<file path="config.mk">
export PLATFORM = sky130hd
export DESIGN_NAME = sqrot_ctrl
export DESIGN_NICKNAME = d
export VERILOG_FILES = /design/src/rtl/core/sqrot_pkg.sv /design/src/rtl/core/sqrot_ctrl.sv
export SDC_FILE = /design/constraint.sdc
export NUM_CORES = 1
export LEC_CHECK = 0
export ABC_AREA = 1
export BUFFER_PORTS_ARGS = -buffer_cell sky130_fd_sc_hd__clkbuf_2
export CAP_MARGIN = 10
export CORE_MARGIN = 2
export CORE_UTILIZATION = 25
export DETAILED_ROUTE_END_ITERATION = 12
export PLACE_DENSITY = 0.51
export SYNTH_ARGS = -nofsm -noshare
export SYNTH_HDL_FRONTEND = slang
export SYNTH_SLANG_ARGS = --single-unit
</file>
<file path="constraint.sdc">
create_clock -name clk_i -period 3.5 [get_ports clk_i]
set_clock_uncertainty 0.15 [all_clocks]
set_input_delay 0.35 -clock clk_i [delete_from_list [all_inputs] [get_ports clk_i]]
set_output_delay 0.35 -clock clk_i [all_outputs]
set_load 0.02 [all_outputs]
</file>
<file path="src/rtl/core/sqrot_pkg.sv">
// sqrot_pkg: shared widths, types and helpers of the square image rotator
// depends on nothing; used by sqrot_ctrl and square_image_rotate_cw90
package sqrot_pkg;

  localparam int unsigned MAX_SIDE_N = 32;
  localparam int unsigned PIXEL_W    = 32;
  localparam int unsigned IDX_W      = $clog2(MAX_SIDE_N);
  localparam int unsigned ADDR_W     = 2 * IDX_W;
  localparam int unsigned DEPTH      = MAX_SIDE_N * MAX_SIDE_N;
  localparam int unsigned SIDE_W     = IDX_W + 1;

  localparam logic [SIDE_W-1:0] MAX_SIDE   = SIDE_W'(MAX_SIDE_N);
  localparam logic [SIDE_W-1:0] SIDE_RESET = SIDE_W'(32);

  localparam logic MODE_LOAD  = 1'b0;
  localparam logic MODE_FETCH = 1'b1;

  typedef struct packed {
    logic               we;
    logic [ADDR_W-1:0]  waddr;
    logic [PIXEL_W-1:0] wdata;
    logic               re;
    logic [ADDR_W-1:0]  raddr;
  } mem_req_t;

  typedef struct packed {
    logic valid;
    logic last;
    logic not_ready;
  } res_t;

  function automatic logic [SIDE_W-1:0] side_clamp(input logic [SIDE_W-1:0] s);
    logic [SIDE_W-1:0] r;
    r = s;
    if (s == '0) begin
      r = SIDE_W'(1);
    end else if (s > MAX_SIDE) begin
      r = MAX_SIDE;
    end
    return r;
  endfunction

endpackage

</file>
<file path="src/rtl/core/sqrot_ctrl.sv">
// sqrot_ctrl: load and fetch position counters, address mapping and result flags
// depends on sqrot_pkg
module sqrot_ctrl (
  input  logic                            clk_i,
  input  logic                            rst_ni,
  input  logic                            start_i,
  input  logic                            mode_i,
  input  logic [sqrot_pkg::PIXEL_W-1:0]   pixel_in_i,
  input  logic                            cfg_valid_i,
  input  logic [sqrot_pkg::SIDE_W-1:0]    cfg_side_length_i,
  output sqrot_pkg::mem_req_t             mem_o,
  output sqrot_pkg::res_t                 res_o
);

  logic [sqrot_pkg::SIDE_W-1:0] side_q, side;
  logic [sqrot_pkg::SIDE_W-1:0] side_m1;
  logic [sqrot_pkg::IDX_W-1:0]  lrow_q, lcol_q, frow_q, fcol_q;
  logic                         ready_q;
  sqrot_pkg::res_t              res_q;
  logic                         do_load, do_fetch;
  logic                         lcol_end, lrow_end, fcol_end, frow_end;

  function automatic logic lcol_end_f(input logic c, input logic r);
    return c && r;
  endfunction

  assign side    = sqrot_pkg::side_clamp(side_q);
  assign side_m1 = side - sqrot_pkg::SIDE_W'(1);

  assign do_load  = start_i && (mode_i == sqrot_pkg::MODE_LOAD);
  assign do_fetch = start_i && (mode_i == sqrot_pkg::MODE_FETCH);

  assign lcol_end = ({1'b0, lcol_q} == side_m1);
  assign lrow_end = ({1'b0, lrow_q} == side_m1);
  assign fcol_end = ({1'b0, fcol_q} == side_m1);
  assign frow_end = ({1'b0, frow_q} == side_m1);

  always_comb begin
    mem_o.we    = do_load && !cfg_valid_i;
    mem_o.waddr = {lrow_q, lcol_q};
    mem_o.wdata = pixel_in_i;
    mem_o.re    = do_fetch && ready_q && !cfg_valid_i;
    // output (r,c) reads input (side-1-c, r)
    mem_o.raddr = {side_m1[sqrot_pkg::IDX_W-1:0] - fcol_q, frow_q};
  end

  always_ff @(posedge clk_i or negedge rst_ni) begin
    if (!rst_ni) begin
      side_q  <= sqrot_pkg::SIDE_RESET;
      lrow_q  <= '0;
      lcol_q  <= '0;
      frow_q  <= '0;
      fcol_q  <= '0;
      ready_q <= 1'b0;
      res_q   <= '0;
    end else begin
      res_q <= '0;
      if (cfg_valid_i) begin
        side_q  <= cfg_side_length_i;
        lrow_q  <= '0;
        lcol_q  <= '0;
        frow_q  <= '0;
        fcol_q  <= '0;
        ready_q <= 1'b0;
      end else if (do_load) begin
        ready_q <= 1'b0;
        if (lcol_end) begin
          lcol_q <= '0;
          if (lrow_end) begin
            lrow_q  <= '0;
            ready_q <= 1'b1;
            frow_q  <= '0;
            fcol_q  <= '0;
          end else begin
            lrow_q <= lrow_q + sqrot_pkg::IDX_W'(1);
          end
        end else begin
          lcol_q <= lcol_q + sqrot_pkg::IDX_W'(1);
        end
      end else if (do_fetch) begin
        res_q.valid <= 1'b1;
        if (!ready_q) begin
          res_q.not_ready <= 1'b1;
        end else begin
          res_q.last <= lcol_end_f(fcol_end, frow_end);
          if (fcol_end) begin
            fcol_q <= '0;
            frow_q <= frow_end ? '0 : frow_q + sqrot_pkg::IDX_W'(1);
          end else begin
            fcol_q <= fcol_q + sqrot_pkg::IDX_W'(1);
          end
        end
      end
    end
  end

  assign res_o = res_q;

endmodule

</file>
# Word level (Yosys, flattened, before mapping)
# Index checks and enable logic that the tools add are counted.
# word_totals
ff_bits	30
inputBits	43
output_inout_bits	57
wordCells	70
# classes
n_addsub	6
magnitude_cmp	1
eq_ne	6
mux	31
n_bitwise	1
n_reduce_logical	16
# op_table
cell	count
$mux 5	20
$eq 5x6->1	4
$add 5x1->5 const B	4
$mux 6	2
$mux 3	3
$reduce_bool 3->1	3
$gt 6x6->1 const B	1
$logic_and 1x1->1	6
$logic_not 6->1	1
$mux 1	6
$ne 3x2->1 const B	2
$sub 6x1->6 const B	1
$reduce_and 5->1	1
$sub 5x5->5	1
$reduce_and 4->1	1
$reduce_bool 2->1	2
$reduce_and 2->1	1
$logic_not 1->1	1
$not 1->1	1

# Longest topological paths before layout
# Gate-level depths: netlist (run 1).
# depth
word_depth	11
ltp_mapped	19
ltp_nobuf	19

# Worst setup path before layout (run 1)
# OpenSTA, ideal clock, no wires.
# synth_path
path_kind	flip-flop to output port
start	register side_q[5] in the netlist's numbering
end	output mem_o[8] in the netlist's numbering
arrival_ns	2.240
t_required_ns	3.000
path_slack_ns	0.760
stages_incl_launch_ff	13
n_path_buf	0
path_cell_list	dfstp_2 > inv_2 > nand2_2 > nand2_2 > inv_1 > ha_1 > inv_1 > nand2_1 > nand2_2 > ha_1 > nand2_1 > o21ai_0 > xor2_1
# synth_lines
item	line	text
start: declaration	sqrot_ctrl.sv:15	logic [sqrot_pkg::SIDE_W-1:0] side_q, side;
start signal: assignment	sqrot_ctrl.sv:49	side_q <= sqrot_pkg::SIDE_RESET;
start signal: assignment	sqrot_ctrl.sv:59	side_q <= cfg_side_length_i;
end: declaration	sqrot_ctrl.sv:11	output sqrot_pkg::mem_req_t mem_o,

==> flow_metrics.tcl, run 1 <==
set metrics [dict create \
    min_path_type "in2async" \
    status "finished with violations" \
    holdWs_ps -5.56 \
    start_kind "flip-flop" \
    cp-end-kind "output pin" \
    r2r_slack_ps 610 \
    cts_tree "yes" \
    area_growth_pct 7.59 \
    synth.distinct_cells 31 \
    clock_sinks 30 \
    dpl_cell_area_sq_mm 0.00239 \
    nets 382 \
    cts-buffers-inserted 5 \
    avgViaCountPerCell 4.46 \
    wirelength_um 5720 \
    hpwl_um 4390 \
    synthesis.area_sq_mm 0.00232 \
    synth_seq_cells 30 \
    insertion_delay_ps 290 \
    cts_htree_levels 2 \
    power_density_mw_per_mm2 447 \
    cts_root_buf "clkbuf_8" \
    syn_nets 374 \
    setup_viol_count_final 0 \
    dr.pass1.iters 4 \
    grt_pass1_vias 1972 \
    violations "hold timing" \
    grt_pass1_wl_um 9660 \
    io_buffer_count 35 \
    period_share 0.913 \
    hold_violations 21 \
    reg2regPathDepth 16 \
    slew_headroom 0.461 \
    layout-drive-gt1-share 0.206 \
    p_leak_nw 1.29 \
    cp_max_fo 6 \
    start_util 0.255 \
    core_sq_mm 0.00911 \
    ir_drop_mv 0.156 \
    die_h_um 100 \
    antenna_found_initial 0 \
    avgRoutedWirePerCell_um 13.0 \
    clock.fmax_mhz 313 \
    fin_crit_ps 3200 \
    synth_area_per_cell_sq_um 7.24 \
    drc 0 \
    path_class "reg2out" \
    syn_inst 321 \
    r2r-start "side_q[5]" \
    antennaDiodeCount 0 \
    mostFrequentLayoutCell "nand2_1" \
    io_pins 100 \
    final_cells 441 \
    dp_cells 433 \
    rsz0062_at_grt "false" \
    maxCapViolations 0 \
    cts_hold_buf 0 \
    postCtsSetupRepairBufs 0 \
    worstPathRequired_ps 3000 \
    overflow 0 \
    detail-route-antenna-nets 0 \
    drtIter0Drc 89 \
    fin_area_sq_mm 0.00250 \
    crit_start "side_q[5]" \
    finalPower_mw 1.12 \
    setup_tns_ps 0 \
    dieArea_sq_mm 0.0101 \
    mostFrequentLayoutCells "nand2_1, clkbuf_2, inv_1, nand3_1, dfrtp_1" \
    num_vias 1969 \
    cts.reportedPaths.clkPinSlew_ps 60 \
    grtUsageTotal 0.123 \
    die_width_um 100 \
    fillers 1030 \
    grt_max_degree 31 \
    placementRows 35 \
    tightest_slew_ps 809 \
    place_congestion 0.805 \
    slew_violations 0 \
    arrival_ps 2700 \
    seq_area_frac_synth 0.324 \
    yosys_warnings 0 \
    r2r_end "frow_q[0]" \
    post_cts_resized 0 \
    clock_path_buffers 2 \
]
==> final cells by class <==
type	count	area, sq um	area share
Timing Repair Buffer	35	175	0.0701
Tap cell	111	139	0.0556
Inverter	35	133	0.0531
Clock buffer	8	110	0.0440
Sequential cell	30	752	0.301
Multi-Input combinational cell	222	1190	0.476
==> critical path, cell delays in order (launching register included) <==
cell      delay (ps)
dfstp_2          560
inv_2             70
nand2_2          130
nand2_2          110
inv_1             70
ha_1             210
inv_1             70
nand2_1          120
nand2_2           80
ha_1             350
nand2_1           90
o21ai_0          200
xor2_1           170
clkbuf_2         180
==> flip-flops by register name (all words and copies together) (netlist names) <==
name,cells
lrow_q,5
frow_q,5
res_o,3
lcol_q,5
ready_q,1
side_q,6
fcol_q,5
==> metal layers <==
layer  vias to the layer above  GRT usage  share of wire
li1                       1000          -              -
met1                       920      0.156           0.47
met2                        41      0.205           0.47
met3                         8     0.0313          0.045
met4                         0     0.0411          0.013
met5                         -          0              0
==> synthesized netlist by cell type <==
cell	count	area, sq um
nand2_1	89	334
buf_1	2	7.51
inv_2	2	7.51
clkinv_2	1	5.00
a21oi_1	4	20.0
fa_1	1	20.0
xnor2_1	2	17.5
nand3_1	32	160
nor2_2	4	25.0
inv_1	32	120
nor2_1	23	86.3
xor2_1	14	123
nand4_1	3	18.8
dfstp_2	1	26.3
o22ai_1	3	18.8
o21ai_1	3	15.0
buf_4	32	240
nand3_2	1	10.0
ha_1	9	113
nand3b_1	3	22.5
nand4_2	1	12.5
dfrtp_1	29	726
nor3b_1	1	7.51
nor3_1	1	5.00
and3_1	1	6.26
nor4_1	1	6.26
o21ai_0	11	55.1
nand3_4	1	17.5
nand2_2	12	75.1
nand2_4	1	11.3
nor2_4	1	11.3
==> report_power, final <==
part | switching [mW] | internal (mW)
clock | 0.138 | 0.198
combinational | 0.244 | 0.127
sequential | 0.0380 | 0.373
==> per-stage QoR <==
| stage | setup slack [ps] | utilization |
|---|---|---|
| after floorplan | 760 | - |
| after global placement | 677 | 0.262 |
| final | 303 | 0.274 |
| after CTS | 283 | 0.274 |
| after global routing | 71.9 | 0.274 |
| after detailed placement | 608 | 0.262 |
==> logic make-up after synthesis <==
family,Yosys count,synth area share
fa+ha+maj,10,0.0571
xor+xnor,16,0.0603
buf+inv,69,0.164
flops,30,0.324
compound gates,21,0.0468
simple gates,175,0.348
==> worst max path at each step <==
stage / end / slack (ps) / depth (start not counted)
2_1_floorplan: mem_o[8] / 760 / 12
3_3_place_gp: mem_o[8] / 680 / 13
3_5_place_dp: mem_o[8] / 610 / 13
4_1_cts: mem_o[8] / 280 / 13
5_1_grt: mem_o[8] / 70 / 13
6_report: mem_o[8] / 300 / 13
Note: power is estimated with default switching activity, not from simulation.
==> inputs of run 2 (changes only) <==
--- a/config.mk
+++ b/config.mk
@@ -8,10 +8,13 @@
 export ABC_AREA = 1
 export BUFFER_PORTS_ARGS = -buffer_cell sky130_fd_sc_hd__clkbuf_2
 export CAP_MARGIN = 10
+export CELL_PAD_IN_SITES_DETAIL_PLACEMENT = 0
+export CELL_PAD_IN_SITES_GLOBAL_PLACEMENT = 1
+export CORE_ASPECT_RATIO = 0.75
 export CORE_MARGIN = 2
 export CORE_UTILIZATION = 25
 export DETAILED_ROUTE_END_ITERATION = 12
-export PLACE_DENSITY = 0.51
+export PLACE_DENSITY = 0.66
 export SYNTH_ARGS = -nofsm -noshare
 export SYNTH_HDL_FRONTEND = slang
 export SYNTH_SLANG_ARGS = --single-unit
==> run 2 against run 1 <==
  * The run now ends clean
  * Hold slack better by 9.5 ps
  * First-iteration DRC count grew 3.4%
  * Fmax fell by 1.3%
  * Largest power group unchanged
  * Die area about the same
  * Sequential share of layout area down 0.52 points
  * Combinational power increased by 2%
  * Via count rose by 0.91%
  * Cell count grew 3.6%
  * Sequential cell count unchanged
  * Wire length rose by 4.0%
  * Utilization increased by 0.67 points
  * Power grew 6.6%
==> flow_metrics.tcl, run 2 (synthesis gave the netlist of run 1 again) <==
set metrics [dict create \
    fin_crit_ps 3240 \
    avgRoutedWirePerCell_um 13.0 \
    min_path_type "in2async" \
    post_cts_resized 0 \
    cpLargestDelayFamily "adder cells" \
    cts_tree "yes" \
    antennaDiodeCount 0 \
    maxCapViolations 0 \
    overflow 0 \
    dieArea_sq_mm 0.0101 \
    setup_viol_count_final 0 \
    slew_violations 0 \
    fillers 1014 \
    layout-drive-gt1-share 0.198 \
    path_class "reg2out" \
    clock_path_buffers 2 \
    drtIter0Drc 92 \
    final_util 0.281 \
    critPathMaxStageDelay_ps 550 \
    area_growth_pct 9.48 \
    tightest_slew_ps 792 \
    placementRows 30 \
    cp_max_fo 6 \
    power_density_mw_per_mm2 468 \
    cts_root_buf "clkbuf_16" \
    nets 382 \
    mostFrequentLayoutCell "nand2_1" \
    postCtsSetupRepairBufs 0 \
    worst-path-buf-inv 4 \
    mostFrequentLayoutCells "nand2_1, clkbuf_2, inv_1, nand3_1, dfrtp_1" \
    drc 0 \
    hold_violations 0 \
    crit_top_cell "nand2_2" \
    cts.reportedPaths.clkPinSlew_ps 50 \
    io_pins 100 \
    detail-route-antenna-nets 0 \
    cts_hold_buf 0 \
    dpl_cell_area_sq_mm 0.00241 \
    start_kind "flip-flop" \
    grtUsageTotal 0.131 \
    slew_headroom 0.472 \
    core_sq_mm 0.00905 \
    grt_pass1_wl_um 10300 \
    cp-end-kind "output pin" \
    grt_max_degree 31 \
    setup_slack_ps 261 \
    largest_reg_flops 6 \
    num_vias 1987 \
    fin_area_sq_mm 0.00254 \
    io_buffer_count 35 \
    cts-buffers-inserted 5 \
    clock_sinks 30 \
    ir_drop_mv 0.139 \
    die_width_um 115 \
    cts_htree_levels 2 \
    start_util 0.257 \
    rsz0062_at_grt "false" \
    antenna_found_initial 0 \
    grt_pass1_vias 2020 \
    dr.pass1.iters 4 \
    dpl_worst_slack_ps 549 \
    setup_tns_ps 0 \
    wirelength_um 5950 \
    period_share 0.925 \
    place_congestion 0.798 \
    die_h_um 87.5 \
    crit_slowest_cell "dfstp_2" \
    largest_register "side_q" \
    avgViaCountPerCell 4.35 \
    hpwl_um 4650 \
    p_leak_nw 1.30 \
    insertion_delay_ps 270 \
    status "finished clean" \
    path_cells "inv_2 -> nand2_2 -> nand2_2 -> inv_1 -> ha_1 -> inv_1 -> nand2_1 -> nand2_2 -> ha_1 -> nand2_1 -> o21ai_0 -> xor2_1 -> clkbuf_2" \
    arrival_ps 2740 \
    clock.fmax_mhz 309 \
    worstPathRequired_ps 3000 \
]
==> run 2: changes by cell type in the layout (fill, tap and decap cells not counted) <==
cell	before	now
clkbuf_1	0	2
clkbuf_16	0	5
clkbuf_8	8	0
==> run 2: area by class of cell <==
cell class	instances	area, sq um	area share
sequential	30	752	0.296
inverter	35	133	0.0521
clock buffer	7	133	0.0521
timing repair buffer	35	175	0.0689
tap	128	160	0.0630
multi-input combinational	222	1190	0.468
==> run 2: metal layers <==
metal | up-vias | routed length, um | global-route usage
li1 | 1011 | - | -
met1 | 907 | 3190 | 0.193
met2 | 60 | 2350 | 0.186
met3 | 9 | 325 | 0.0355
met4 | 0 | 80 | 0.0350
met5 | - | 0 | 0
==> run 2: where the power goes <==
group	leakage [nW]	total, mW	switching (mW)	internal (mW)
Clock	0.0640	0.403	0.144	0.259
Sequential	0.401	0.411	0.0372	0.373
Combinational	0.831	0.377	0.251	0.126
Total	1.30	1.19	0.432	0.759
==> run 2: worst register-to-register path, stage by stage, from the launching register on <==
cell and delay [ps]:
dfstp_2 550, inv_2 70, nand2_2 130, nand2_2 120, inv_1 70, ha_1 210
inv_1 80, nand2_1 120, nand2_2 90, ha_1 350, nand2_1 80, nor2_1 110
nand3_1 150, nand2_1 160, nand4_1 240, nand2_1 130, nand2_1 50
==> run 2: final timing paths <==
path                                       from         to  slack [ps]  cells after the start
max                                   side_q[5]   mem_o[8]         260                     13
min                                      rst_ni  fcol_q[0]           4                      1
max reg2reg                           side_q[5]  frow_q[4]         520                     16
min reg2reg                             ready_q   res_o[0]         320                      1
max in group asynchronous                rst_ni  side_q[2]        2700                      1
min in group clk_i         cfg_side_length_i[0]  side_q[0]         130                      3
==> run 2: per-stage QoR <==
stage	power [mW]	cells	hold WS, ps
finish	1.19	457	3.93
global route	1.28	457	89.1
CTS	1.22	457	42.9
detailed placement	0.798	450	319
global placement	0.799	450	311
floorplan	0.729	321	-95.6
==> inputs of run 3 (changes only) <==
--- a/config.mk
+++ b/config.mk
@@ -14,7 +14,7 @@
 export CORE_MARGIN = 2
 export CORE_UTILIZATION = 25
 export DETAILED_ROUTE_END_ITERATION = 12
-export PLACE_DENSITY = 0.66
+export PLACE_DENSITY = 0.68
 export SYNTH_ARGS = -nofsm -noshare
 export SYNTH_HDL_FRONTEND = slang
 export SYNTH_SLANG_ARGS = --single-unit
==> constraint.sdc (replaced) <==
create_clock -name clk_i -period 2.6 [get_ports clk_i]
set_clock_uncertainty 0.15 [all_clocks]
set_input_delay 0.26 -clock clk_i [delete_from_list [all_inputs] [get_ports clk_i]]
set_output_delay 0.26 -clock clk_i [all_outputs]
set_load 0.02 [all_outputs]
==> run 3 against run 2 <==
  * Global-route usage up 0.40 points
  * The flow now finishes with violations (setup timing)
  * Largest cell class unchanged
  * Hold slack better by 27 ps
  * Critical path depth unchanged
  * First-iteration DRC count up 1.1%
  * Final area up 16%
  * Cell count up 5.3%
  * Via count up 3.5%
  * Largest power group is now combinational logic
==> flow_metrics.tcl, run 3 (synthesis gave the netlist of run 1 again) <==
set metrics [dict create \
    fin_crit_ps 2710 \
    area_growth_pct 27.0 \
    p_leak_nw 1.48 \
    nets 405 \
    cts_root_buf "clkbuf_16" \
    min_path_type "in2reg" \
    grt_pass1_vias 2068 \
    maxCapViolations 0 \
    avgRoutedWirePerCell_um 13.0 \
    setup_viol_count_final 3 \
    clock.fmax_mhz 368 \
    dr.pass1.iters 4 \
    arrival_ps 2300 \
    crit_start "side_q[5]" \
    worstPathRequired_ps 2190 \
    detail-route-antenna-nets 0 \
    tightest_slew_ps 786 \
    setup_tns_ps -220 \
    cts_tree "yes" \
    path_cells "inv_2 -> nand2_2 -> nand2_2 -> inv_2 -> ha_4 -> inv_4 -> nand2_4 -> nand2_4 -> ha_4 -> nand2_4 -> o21ai_4 -> xor2_1 -> buf_4" \
    r2r-start "side_q[5]" \
    die_h_um 87.5 \
    ir_drop_mv 0.230 \
    start_util 0.257 \
    min_from "cfg_side_length_i[3]" \
    status "finished with violations" \
    violations "setup timing" \
    crit_top_cell "nand2_4" \
    period_share 1.04 \
    antenna_found_initial 0 \
    io_buffer_count 35 \
    largest_reg_flops 6 \
    clock_sinks 30 \
    antennaDiodeCount 0 \
    cts-buffers-inserted 5 \
    grtUsageTotal 0.135 \
    grt_pass1_wl_um 10400 \
    wirelength_um 6260 \
    cp-end-kind "output pin" \
    clock_path_buffers 2 \
    crit_slowest_cell "dfstp_2" \
    die_width_um 115 \
    slew_headroom 0.476 \
    avgViaCountPerCell 4.27 \
    worst-path-buf-inv 4 \
    hold_violations 0 \
    place_congestion 0.813 \
    num_vias 2056 \
    critPathMaxStageDelay_ps 570 \
    r2r_slack_ps 0 \
    mostFrequentLayoutCells "nand2_1, clkbuf_2, nand3_1, inv_1, dfrtp_1" \
    fin_area_sq_mm 0.00295 \
    finalPower_mw 1.85 \
    path_class "reg2out" \
    rsz0062_at_grt "true" \
    start_kind "flip-flop" \
    dpl_cell_area_sq_mm 0.00256 \
    insertion_delay_ps 280 \
    cpLargestDelayFamily "flip-flops" \
    grt_max_degree 31 \
    overflow 0 \
    regArea_sq_um 752 \
    drtIter0Drc 93 \
    setup_slack_ps -114 \
    cts.reportedPaths.clkPinSlew_ps 50 \
    fillers 966 \
    multi_input_area_sq_mm 0.00138 \
    core_sq_mm 0.00905 \
    cp_max_fo 4 \
    largest_register "side_q" \
    power_density_mw_per_mm2 626 \
    hpwl_um 4680 \
    mostFrequentLayoutCell "nand2_1" \
    final_util 0.326 \
    slew_violations 0 \
    placementRows 30 \
    layout-drive-gt1-share 0.329 \
    dieArea_sq_mm 0.0101 \
    drc 0 \
    io_pins 100 \
    cts_htree_levels 2 \
]
## run 3: path summary, 6_finish.rpt
path,depth (start not counted),to
max,13,mem_o[8]
min,3,side_q[3]
max reg2reg,16,frow_q[3]
min reg2reg,1,res_o[0]
max in group asynchronous,2,lrow_q[1]
min in group asynchronous,2,lcol_q[4]
## run 3: layout make-up
| class | count | share of cell area |
|---|---|---|
| Clock inverter | 1 | 0.00170 |
| Clock buffer | 7 | 0.0483 |
| Sequential cell | 30 | 0.255 |
| Multi-Input combinational cell | 222 | 0.468 |
| Inverter | 35 | 0.0458 |
| Tap cell | 128 | 0.0543 |
| Timing Repair Buffer | 58 | 0.127 |
## run 3: per-layer routing
| layer | GRT usage | routed length [um] | vias to the layer above | part of all wire |
|---|---|---|---|---|
| met5 | 0 | 0 | - | 0 |
| met4 | 0.0493 | 93 | 0 | 0.015 |
| met3 | 0.0341 | 310 | 6 | 0.050 |
| met2 | 0.196 | 2700 | 32 | 0.43 |
| met1 | 0.192 | 3150 | 965 | 0.50 |
| li1 | - | - | 1053 | - |
## run 3: worst min-delay path, cell delays in order
cell and delay (ps):
clkbuf_2 80, nand2_1 40, nand2_1 50
## run 3: metrics by stage
| stage | hold WS (ps) | setup slack (ps) | instances |
|---|---|---|---|
| 2_1_floorplan | -186 | -7.11 | 321 |
| 3_3_place_gp | 243 | 41.3 | 469 |
| 4_1_cts | 34.0 | -84.6 | 480 |
| 6_report | 31.3 | -114 | 481 |
| 5_1_grt | 53.8 | -235 | 481 |
| 3_5_place_dp | 254 | -66.5 | 469 |
## run 3: power by group
part	internal [mW]	total (mW)	switching, mW
Combinational	0.297	0.706	0.409
Clock	0.379	0.592	0.213
Sequential	0.503	0.550	0.0473
## run 3: timing repair
item | in CTS | in global routing
endpoints found under the setup margin | 8 | 19
setup buffers | 3 | 1
hold buffers | 1 | 0
hold endpoints to repair | 29 | 0
resized for setup | 20 | 35
pin swaps | 12 | 19
